**src/ripts_pkg.sv**
```systemverilog
// Shared types and constants for the in-path target selector.
// No dependencies; every other file of the block imports this package.
package ripts_pkg;

  localparam int TRACK_SLOTS_DEF = 64;
  localparam int CFG_W           = 14;
  localparam logic [7:0] HOLD_MAX = 8'hFF;

  localparam logic [13:0] INNER_RESET = 14'd96;
  localparam logic [13:0] OUTER_RESET = 14'd128;
  localparam logic [13:0] SPEED_RESET = 14'd64;

  typedef enum logic [1:0] {
    REG_INNER = 2'd0,
    REG_OUTER = 2'd1,
    REG_SPEED = 2'd2,
    REG_NONE  = 2'd3
  } reg_idx_t;

  typedef enum logic [1:0] {
    ST_NONE      = 2'd0,
    ST_TENTATIVE = 2'd1,
    ST_VERIFIED  = 2'd2,
    ST_RESERVED  = 2'd3
  } status_t;

  typedef enum logic [1:0] {
    UPD_KEEP = 2'd0,
    UPD_SET  = 2'd1,
    UPD_CLR  = 2'd2
  } upd_t;

  typedef enum logic [2:0] {
    F_IDLE, F_MUL, F_SUB, F_ABS, F_CMP, F_PUSH
  } fst_t;

  typedef enum logic [2:0] {
    B_IDLE, B_RD_V, B_CHK_V, B_CHK_S, B_SCAN, B_DONE
  } bst_t;

  // classified track request passed from front to back
  typedef struct packed {
    logic [5:0]         idx;
    logic [1:0]         status;
    logic               stat;
    logic signed [14:0] pos_x;
    logic               spd_ok;
    upd_t               upd;
    logic               last;
  } ripts_item_t;

  // per-slot store word
  typedef struct packed {
    logic [1:0]         status;
    logic               stat;
    logic signed [14:0] pos_x;
    logic               spd_ok;
  } ripts_entry_t;

  typedef struct packed {
    logic       cipv_valid;
    logic [5:0] cipv_index;
    logic [7:0] cipv_hold_count;
    logic       cips_valid;
    logic [5:0] cips_index;
  } ripts_result_t;

endpackage

```
**src/radar_in_path_target_selector_core.sv**
```systemverilog
// Radar closest in-path target selector: top level joining front, queue and back.
// Depends on ripts_pkg, ripts_front, ripts_queue and ripts_back.
//
// Tracks of a frame are pushed one request at a time, in slot order. After taking
// a request the front works out the lateral path offset of the track in steps
// (multiply, subtract, magnitude, compare, hand-over) and takes no new track until
// the hand-over is done, which waits while the queue is full; a two-entry queue
// lets the front keep taking tracks while the back is busy. The back stores each
// track while idle. On the track marked last it checks the current choices and
// walks every slot through the store's single read port, then loads one result
// (CIPV, its hold count and CIPS) into the output register. No clearing pass is
// needed after reset.
module radar_in_path_target_selector_core #(
  parameter int TRACK_SLOTS = ripts_pkg::TRACK_SLOTS_DEF
) (
  input  logic                clk,
  input  logic                rst_n,
  input  logic                cfg_we,
  input  logic [1:0]          cfg_index,
  input  logic [13:0]         cfg_data,
  input  logic                in_push,
  output logic                in_full,
  input  logic [5:0]          in_track_index,
  input  logic [1:0]          in_track_status,
  input  logic                in_is_stationary,
  input  logic signed [14:0]  in_pos_x,
  input  logic signed [14:0]  in_pos_y,
  input  logic signed [13:0]  in_vel_x,
  input  logic signed [13:0]  in_ego_speed,
  input  logic signed [17:0]  in_path_radius,
  input  logic                in_last_track,
  output logic                out_empty,
  input  logic                pop,
  output logic                out_cipv_valid,
  output logic [5:0]          out_cipv_index,
  output logic [7:0]          out_cipv_hold_count,
  output logic                out_cips_valid,
  output logic [5:0]          out_cips_index
);
  import ripts_pkg::*;

  logic f_push, f_full, b_pop, b_empty;
  ripts_item_t f_item, b_item;
  ripts_result_t res;

  ripts_front u_front (
    .clk, .rst_n, .cfg_we, .cfg_index, .cfg_data,
    .in_push, .in_full, .in_track_index, .in_track_status, .in_is_stationary,
    .in_pos_x, .in_pos_y, .in_vel_x, .in_ego_speed, .in_path_radius,
    .in_last_track,
    .q_push(f_push), .q_full(f_full), .q_item(f_item)
  );

  ripts_queue u_queue (
    .clk, .rst_n,
    .push(f_push), .full(f_full), .wr_item(f_item),
    .pop(b_pop), .empty(b_empty), .rd_item(b_item)
  );

  ripts_back #(.TRACK_SLOTS(TRACK_SLOTS)) u_back (
    .clk, .rst_n,
    .q_empty(b_empty), .q_pop(b_pop), .q_item(b_item),
    .out_empty, .out_pop(pop), .res
  );

  assign out_cipv_valid      = res.cipv_valid;
  assign out_cipv_index      = res.cipv_index;
  assign out_cipv_hold_count = res.cipv_hold_count;
  assign out_cips_valid      = res.cips_valid;
  assign out_cips_index      = res.cips_index;

endmodule

```
**src/ripts_front.sv**
```systemverilog
// Front part: configuration registers, track intake and in-path classification.
// Depends on ripts_pkg.
module ripts_front (
  input  logic                  clk,
  input  logic                  rst_n,
  input  logic                  cfg_we,
  input  logic [1:0]            cfg_index,
  input  logic [13:0]           cfg_data,
  input  logic                  in_push,
  output logic                  in_full,
  input  logic [5:0]            in_track_index,
  input  logic [1:0]            in_track_status,
  input  logic                  in_is_stationary,
  input  logic signed [14:0]    in_pos_x,
  input  logic signed [14:0]    in_pos_y,
  input  logic signed [13:0]    in_vel_x,
  input  logic signed [13:0]    in_ego_speed,
  input  logic signed [17:0]    in_path_radius,
  input  logic                  in_last_track,
  output logic                  q_push,
  input  logic                  q_full,
  output ripts_pkg::ripts_item_t q_item
);
  import ripts_pkg::*;

  fst_t state_r, state_nxt;

  logic [13:0] inner_r, outer_r;
  logic signed [13:0] speed_r;

  ripts_item_t item_r;
  logic signed [14:0] x_r, y_r;
  logic [17:0] absr_r;
  logic signed [17:0] r_r;
  logic rzero_r;

  logic signed [29:0] xx_r;
  logic signed [32:0] ry_r;
  logic [31:0] ia_r, oa_r;
  logic signed [38:0] num_r;
  logic [37:0] nabs_r;

  logic signed [32:0] r_ext, y_ext;
  logic signed [14:0] spd_sum, spd_min;
  logic [17:0] absr_in;
  logic signed [38:0] xx_ext, ry_sh;
  logic [37:0] ith, oth;
  upd_t upd_c;
  logic accept;

  always_ff @(posedge clk) begin
    if (!rst_n) begin
      inner_r <= INNER_RESET;
      outer_r <= OUTER_RESET;
      speed_r <= SPEED_RESET;
    end else if (cfg_we) begin
      case (reg_idx_t'(cfg_index))
        REG_INNER: inner_r <= cfg_data;
        REG_OUTER: outer_r <= cfg_data;
        REG_SPEED: speed_r <= cfg_data;
        default: ;
      endcase
    end
  end

  always_comb begin
    state_nxt = state_r;
    case (state_r)
      F_IDLE: if (in_push) state_nxt = F_MUL;
      F_MUL:  state_nxt = F_SUB;
      F_SUB:  state_nxt = F_ABS;
      F_ABS:  state_nxt = F_CMP;
      F_CMP:  state_nxt = F_PUSH;
      F_PUSH: if (!q_full) state_nxt = F_IDLE;
      default: state_nxt = F_IDLE;
    endcase
  end

  always_comb begin
    in_full = (state_r != F_IDLE);
    q_push  = (state_r == F_PUSH);
    accept  = (state_r == F_IDLE) && in_push;
  end

  always_ff @(posedge clk) begin
    if (!rst_n) state_r <= F_IDLE;
    else        state_r <= state_nxt;
  end

  always_comb begin
    spd_sum = 15'(in_vel_x) + 15'(in_ego_speed);
    spd_min = speed_r;
    absr_in = in_path_radius[17] ? 18'(-in_path_radius) : 18'(in_path_radius);
    r_ext   = r_r;
    y_ext   = y_r;
    xx_ext  = xx_r;
    ry_sh   = 39'(ry_r) <<< 5;
    ith     = 38'(ia_r) << 5;
    oth     = 38'(oa_r) << 5;
    if (item_r.status != ST_VERIFIED) upd_c = UPD_KEEP;
    else if (rzero_r)                 upd_c = UPD_CLR;
    else if (nabs_r < ith)            upd_c = UPD_SET;
    else if (nabs_r > oth)            upd_c = UPD_CLR;
    else                              upd_c = UPD_KEEP;
  end

  always_ff @(posedge clk) begin
    if (accept) begin
      item_r.idx    <= in_track_index;
      item_r.status <= in_track_status;
      item_r.stat   <= in_is_stationary;
      item_r.pos_x  <= in_pos_x;
      item_r.spd_ok <= (spd_sum > spd_min);
      item_r.upd    <= UPD_KEEP;
      item_r.last   <= in_last_track;
      x_r     <= in_pos_x;
      y_r     <= in_pos_y;
      r_r     <= in_path_radius;
      absr_r  <= absr_in;
      rzero_r <= (in_path_radius == '0);
    end
    if (state_r == F_MUL) begin
      xx_r <= x_r * x_r;
      ry_r <= r_ext * y_ext;
      ia_r <= 32'(inner_r) * 32'(absr_r);
      oa_r <= 32'(outer_r) * 32'(absr_r);
    end
    if (state_r == F_SUB) num_r <= xx_ext - ry_sh;
    if (state_r == F_ABS) nabs_r <= num_r[38] ? 38'(-num_r) : 38'(num_r);
    if (state_r == F_CMP) item_r.upd <= upd_c;
  end

  assign q_item = item_r;

endmodule

```
**src/ripts_queue.sv**
```systemverilog
// Two-entry queue carrying classified track requests from front to back.
// Depends on ripts_pkg.
module ripts_queue (
  input  logic                  clk,
  input  logic                  rst_n,
  input  logic                  push,
  output logic                  full,
  input  ripts_pkg::ripts_item_t wr_item,
  input  logic                  pop,
  output logic                  empty,
  output ripts_pkg::ripts_item_t rd_item
);
  import ripts_pkg::*;

  ripts_item_t slots_r [2];
  logic wp_r, rp_r;
  logic [1:0] cnt_r;
  logic do_push, do_pop;

  assign full    = (cnt_r == 2'd2);
  assign empty   = (cnt_r == 2'd0);
  assign do_push = push && !full;
  assign do_pop  = pop && !empty;
  assign rd_item = slots_r[rp_r];

  always_ff @(posedge clk) begin
    if (do_push) slots_r[wp_r] <= wr_item;
  end

  always_ff @(posedge clk) begin
    if (!rst_n) begin
      wp_r  <= 1'b0;
      rp_r  <= 1'b0;
      cnt_r <= 2'd0;
    end else begin
      if (do_push) wp_r <= ~wp_r;
      if (do_pop)  rp_r <= ~rp_r;
      cnt_r <= cnt_r + 2'(do_push) - 2'(do_pop);
    end
  end

endmodule

```
**src/ripts_back.sv**
```systemverilog
// Back part: per-slot store, in-path flags, end-of-frame scan and result register.
// Depends on ripts_pkg.
module ripts_back #(
  parameter int TRACK_SLOTS = ripts_pkg::TRACK_SLOTS_DEF
) (
  input  logic                   clk,
  input  logic                   rst_n,
  input  logic                   q_empty,
  output logic                   q_pop,
  input  ripts_pkg::ripts_item_t q_item,
  output logic                   out_empty,
  input  logic                   out_pop,
  output ripts_pkg::ripts_result_t res
);
  import ripts_pkg::*;

  localparam int SLOT_W = (TRACK_SLOTS > 1) ? $clog2(TRACK_SLOTS) : 1;
  localparam int CNT_W  = $clog2(TRACK_SLOTS + 1);

  bst_t state_r, state_nxt;

  ripts_entry_t store [TRACK_SLOTS];
  ripts_entry_t rd_r;
  logic         flag_rd_r;
  logic [TRACK_SLOTS-1:0] flags_r;

  logic [SLOT_W-1:0] rd_addr, wr_addr;
  logic [CNT_W-1:0]  cnt_r;
  logic slot_ok, do_wr, scan_end, out_load;

  logic              vval_r, sval_r;
  logic [SLOT_W-1:0] vch_r, sch_r;
  logic [7:0]        hold_r;

  logic              kept_v_r, kept_s_r, found_v_r, found_s_r;
  logic              bv_r, bs_r;
  logic [SLOT_W-1:0] bvi_r, bsi_r;
  logic signed [14:0] bvd_r, bsd_r;

  logic cand_v, cand_s, take_v, take_s, same_v;
  logic [7:0] hold_new;

  ripts_result_t res_r;
  logic          res_valid_r;

  assign slot_ok  = ({2'b00, q_item.idx} < 8'(TRACK_SLOTS));
  assign wr_addr  = SLOT_W'(q_item.idx);
  assign scan_end = (cnt_r == CNT_W'(TRACK_SLOTS - 1));
  assign out_load = !res_valid_r || out_pop;

  always_comb begin
    state_nxt = state_r;
    case (state_r)
      B_IDLE:  if (!q_empty && q_item.last) state_nxt = B_RD_V;
      B_RD_V:  state_nxt = B_CHK_V;
      B_CHK_V: state_nxt = B_CHK_S;
      B_CHK_S: state_nxt = B_SCAN;
      B_SCAN:  if (scan_end) state_nxt = B_DONE;
      B_DONE:  if (out_load) state_nxt = B_IDLE;
      default: state_nxt = B_IDLE;
    endcase
  end

  always_comb begin
    q_pop = (state_r == B_IDLE) && !q_empty;
    do_wr = q_pop && slot_ok;
    case (state_r)
      B_RD_V:  rd_addr = vch_r;
      B_CHK_V: rd_addr = sch_r;
      B_SCAN:  rd_addr = SLOT_W'(cnt_r + 1'b1);
      default: rd_addr = '0;
    endcase
  end

  always_comb begin
    cand_v = flag_rd_r && !rd_r.stat && rd_r.spd_ok;
    cand_s = flag_rd_r && rd_r.stat;
    take_v = cand_v && (!bv_r || rd_r.pos_x < bvd_r);
    take_s = cand_s && (!bs_r || rd_r.pos_x < bsd_r);
    same_v = bv_r && kept_v_r && (bvi_r == vch_r);
    hold_new = (!same_v) ? 8'd0 : (hold_r == HOLD_MAX) ? HOLD_MAX : hold_r + 8'd1;
  end

  always_ff @(posedge clk) begin
    if (do_wr) begin
      store[wr_addr] <= '{status: q_item.status, stat: q_item.stat,
                          pos_x: q_item.pos_x, spd_ok: q_item.spd_ok};
    end
    rd_r <= store[rd_addr];
  end

  always_ff @(posedge clk) begin
    if (!rst_n) begin
      state_r     <= B_IDLE;
      flags_r     <= '0;
      flag_rd_r   <= 1'b0;
      vval_r      <= 1'b0;
      sval_r      <= 1'b0;
      vch_r       <= '0;
      sch_r       <= '0;
      hold_r      <= 8'd0;
      res_valid_r <= 1'b0;
    end else begin
      state_r   <= state_nxt;
      flag_rd_r <= flags_r[rd_addr];
      if (do_wr) begin
        case (q_item.upd)
          UPD_SET: flags_r[wr_addr] <= 1'b1;
          UPD_CLR: flags_r[wr_addr] <= 1'b0;
          default: ;
        endcase
      end
      if (state_r == B_DONE && out_load) begin
        res_valid_r <= 1'b1;
        vval_r <= found_v_r && bv_r;
        vch_r  <= bvi_r;
        hold_r <= found_v_r ? hold_new : 8'd0;
        sval_r <= found_s_r && bs_r;
        sch_r  <= bsi_r;
      end else if (out_pop && res_valid_r) begin
        res_valid_r <= 1'b0;
      end
    end
  end

  // drop stale choices, then scan every slot
  always_ff @(posedge clk) begin
    case (state_r)
      B_CHK_V: begin
        kept_v_r <= vval_r && (rd_r.status != ST_NONE) && flag_rd_r;
        bv_r  <= vval_r && (rd_r.status != ST_NONE) && flag_rd_r;
        bvi_r <= vch_r;
        bvd_r <= rd_r.pos_x;
      end
      B_CHK_S: begin
        kept_s_r <= sval_r && (rd_r.status != ST_NONE) && rd_r.stat && flag_rd_r;
        bs_r  <= sval_r && (rd_r.status != ST_NONE) && rd_r.stat && flag_rd_r;
        bsi_r <= sch_r;
        bsd_r <= rd_r.pos_x;
        found_v_r <= 1'b0;
        found_s_r <= 1'b0;
        cnt_r <= '0;
      end
      B_SCAN: begin
        cnt_r <= cnt_r + 1'b1;
        if (cand_v) found_v_r <= 1'b1;
        if (cand_s) found_s_r <= 1'b1;
        if (take_v) begin
          bv_r  <= 1'b1;
          bvi_r <= SLOT_W'(cnt_r);
          bvd_r <= rd_r.pos_x;
        end
        if (take_s) begin
          bs_r  <= 1'b1;
          bsi_r <= SLOT_W'(cnt_r);
          bsd_r <= rd_r.pos_x;
        end
      end
      default: ;
    endcase
  end

  always_ff @(posedge clk) begin
    if (state_r == B_DONE && out_load) begin
      res_r.cipv_valid      <= found_v_r && bv_r;
      res_r.cipv_index      <= (found_v_r && bv_r) ? 6'(bvi_r) : 6'd0;
      res_r.cipv_hold_count <= (found_v_r && bv_r) ? hold_new : 8'd0;
      res_r.cips_valid      <= found_s_r && bs_r;
      res_r.cips_index      <= (found_s_r && bs_r) ? 6'(bsi_r) : 6'd0;
    end
  end

  assign out_empty = !res_valid_r;
  assign res       = res_r;

endmodule
```
**config.mk**
```make
export PLATFORM = sky130hd
export DESIGN_NAME = radar_in_path_target_selector_core
export DESIGN_NICKNAME = d
export VERILOG_FILES = /design/src/ripts_pkg.sv /design/src/radar_in_path_target_selector_core.sv /design/src/ripts_front.sv /design/src/ripts_queue.sv /design/src/ripts_back.sv
export SDC_FILE = /design/constraint.sdc
export NUM_CORES = 2
export LEC_CHECK = 0
export BUFFER_PORTS_ARGS = -buffer_cell sky130_fd_sc_hd__clkbuf_2
export CAP_MARGIN = 20
export CORE_MARGIN = 2
export CORE_UTILIZATION = 39
export CTS_CLUSTER_DIAMETER = 150
export DETAILED_ROUTE_END_ITERATION = 7
export PLACE_DENSITY = 0.54
export SLEW_MARGIN = 20
export SYNTH_ARGS = -nofsm -noshare
export SYNTH_HDL_FRONTEND = slang
export SYNTH_SLANG_ARGS = --single-unit
```
**constraint.sdc**
```tcl
create_clock -name clk -period 10.35 [get_ports clk]
set_input_delay 1.035 -clock clk [delete_from_list [all_inputs] [get_ports clk]]
set_output_delay 1.035 -clock clk [all_outputs]
set_load 0.1 [all_outputs]
```
==> flow_summary.toml <==
[drt]
top_layer = "met4"
wl_per_cell_microns = 21.38
drc = 0
wl_microns = 281300
via_per_inst = 5.313
dr.pass1.iters = 8
ant_nets = 0
routed-via-count = 69890
route.met2.wl_microns = 128900
route.met3.wl_microns = 18170
wl_met1_microns = 126500
drt_iter0_drc = 5784

[yosys]
ys_seq_elements = 1789
synth_edf_count = 1629
synth_area_leaders = "edfxtp_1 46%, fa_1 16%, ha_1 6.1%"
synthFlopType = "edfxtp_1"
syn_area_sq_um = 107400
yosys.area.top_type_share_pct = 45.54
yosys_warnings = 0
syn_nets = 10850
synth_area_leader_cell = "edfxtp_1"
synthCells = 9380
synthArstFlopShare_pct = 0
yosysSeqAreaShare_pct = 48.52
avgSynthCellArea_sq_um = 11.45
synth.distinct_cells = 91

[sta]
worstMarginPinSlew_ns = 1.050
setup_viol = 0
min_period_ns = 7.115
skew_ns = 0.1191
setup-tns-final_ns = 0
min_period_over_period_pct = 68.74
fmax_mhz = 140.5
finalHoldViolCount = 0
maxSlewViolCount = 0
maxSlewHeadroom_pct = 28.18
rsz0062_at_grt = "no"

[setup_path]
critPathLaunchType = "flip-flop"
arrival_ns = 7.66
reg2reg_depth = 21
worst-setup-path-type = "flip-flop to flip-flop"
reg2reg_to = "u_front.oa_r[29]"
worst-path-max-fanout = 18
rrSetupSlack_ns = 3.23
critPathRequiredTime_ns = 10.89
r2r_start = "u_front.absr_r[14]"
cp-end-kind = "flip-flop"

[floorplan]
row_count = 192
io_pins = 131
die_w_microns = 528.8
start_util_pct = 39.22
dieArea_sq_um = 279700
die_h_microns = 528.8
coreArea_sq_um = 273900

[placement]
io_buffer_count = 130
hpwl_microns = 182800
gp_congestion = 0.8569
dpl_cell_area_sq_um = 112100

[clock_tree]
cts_hold_buf = 0
cts_buffers = 201
clock-root-buffer = "clkbuf_16"
clkTransAtPathRegs_ns = 0.07
cts_tree = "yes"
cts_resized = 0
cts.sinks = 1789
clock_path_buffers = 4
postCtsSetupRepairBufs = 0
cts_htree_levels = 4
insertion_delay_ns = 0.91

[layout]
fillers = 25410
finalNetCount = 10870
layout-drive-gt1-share_pct = 7.606
final-seq-area_sq_um = 52120
area_delta_synth_final_pct = 10.33
multi_input_area_sq_um = 49230
design_area_sq_um = 118500

[worst_hold_path]
worstHoldPathCells = 1
hold_path.class = "primary input to flip-flop"
worstHoldEndpoint = "u_front.q_item[19]"
hold_start = "in_is_stationary"

[run_status]
status = "completed"

[flow_run]
maxCapViolCount = 0

[global_route]
grt_usage_pct = 20.22
grt_max_degree = 161
grt_pass1_wl_microns = 435900
globalRouteOverflowTotal = 0
antenna_found_initial = 11
grt_pass1_vias = 71730
-- cells in the final DEF, fill, tap and decap left out, types with 143 or more instances in the layout --
cell and instances:
a21oi_1 310, a311oi_1 175, and2_1 385, buf_4 143
clkbuf_16 204, dfxtp_1 159, edfxtp_1 1629, fa_1 836
ha_1 527, inv_1 1161, nand2_1 1715, nand3_1 329
nor2_1 206, xnor2_1 183
-- per-layer routing --
metal	vias to the layer above	global-route usage (%)
met5	-	0
met4	0	5.376
met3	355	2.857
met2	2036	32.20
met1	35540	28.90
li1	31960	-
-- layout make-up --
type / instances / share of cell area, %
repair buffers: 282 / 1.609
clock inverters: 109 / 0.8668
well taps: 3589 / 3.789
diodes: 8 / 0.01689
inverters: 1165 / 3.694
multi-input cells: 5961 / 41.54
clock buffers: 252 / 4.510
flip-flops and latches: 1789 / 43.98
-- worst max path at each step --
stage,endpoint,startpoint,slack (ns),depth (start not counted)
CTS,u_front.oa_r[29],u_front.absr_r[14],3.21,21
global placement,u_front.ry_r[32],u_front.y_r[0],3.29,20
detailed placement,u_front.oa_r[29],u_front.absr_r[14],3.23,21
floorplan,u_front.ry_r[32],u_front.y_r[0],3.96,19
global route,u_front.ry_r[32],u_front.y_r[0],2.75,20
finish,u_front.oa_r[29],u_front.absr_r[14],3.23,21
-- registers in the layout (all words and copies together) (netlist names), 15 cells and up, named ones only --
signal,flops
u_back.bsd_r,15
u_back.bvd_r,15
u_back.flags_r,64
u_back.rd_r,19
u_back.res,22
u_back.store,1216
u_front.absr_r,17
u_front.ia_r,32
u_front.nabs_r,38
u_front.num_r,38
u_front.oa_r,32
u_front.q_item,28
u_front.r_r,18
u_front.ry_r,33
u_front.xx_r,29
u_front.y_r,15
u_queue.slots_r,56
-- Yosys cell counts (40+ instances only) --
library cell and n:
nand2_1 1717, edfxtp_1 1629, inv_1 1161, fa_1 836
ha_1 528, and2_1 386, nand3_1 329, clkbuf_1 313
a21oi_1 310, nor2_1 259, xnor2_1 183, a311oi_1 175
dfxtp_1 160, and3_1 120, o21ai_0 112, o22ai_1 103
buf_2 101, a31oi_1 93, mux2i_1 82, a211oi_1 79
a21o_1 68, nor3_1 57, xor2_1 51, mux4_2 43
buf_1 40
-- cells by family after synthesis --
kind of cell,share of synthesized area (%)
XOR/XNOR,1.908
flip-flops,48.52
AND/OR/NAND/NOR,12.97
AO/OA/AOI/OAI,7.098
adder cells (fa/ha/maj),21.73
buffers and inverters,5.868
multiplexers,1.907
-- per-stage QoR --
| stage | std cells | utilization, % | setup slack [ns] | hold WS, ns |
|---|---|---|---|---|
| floorplan | 9380 | - | 3.961 | 0.4003 |
| global placement | 12780 | 40.91 | 3.289 | 0.4030 |
| detailed placement | 12790 | 40.93 | 3.225 | 0.4071 |
| CTS | 13150 | 43.26 | 3.208 | 0.2344 |
| global route | 13150 | 43.27 | 2.752 | 0.2701 |
| finish | 13160 | 43.28 | 3.235 | 0.3068 |
-- critical path, stage by stage (launching register included) --
cell and delay (ns):
edfxtp_1 0.67, buf_4 0.38, nand2_1 0.12, fa_1 0.57, inv_1 0.05, fa_1 0.47, fa_1 0.50, fa_1 0.52
fa_1 0.50, inv_1 0.06, fa_1 0.49, inv_1 0.04, ha_1 0.34, a21o_1 0.13, a21o_1 0.14, a21oi_1 0.09
nor3_1 0.23, a311oi_1 0.13, a2111oi_0 0.94, nor2_1 0.13, o21ai_0 0.25, xor2_1 0.09
Power is left out: the tool's default activity adds up to more than one toggle a clock period on the data nets, which glitch-free logic cannot reach.
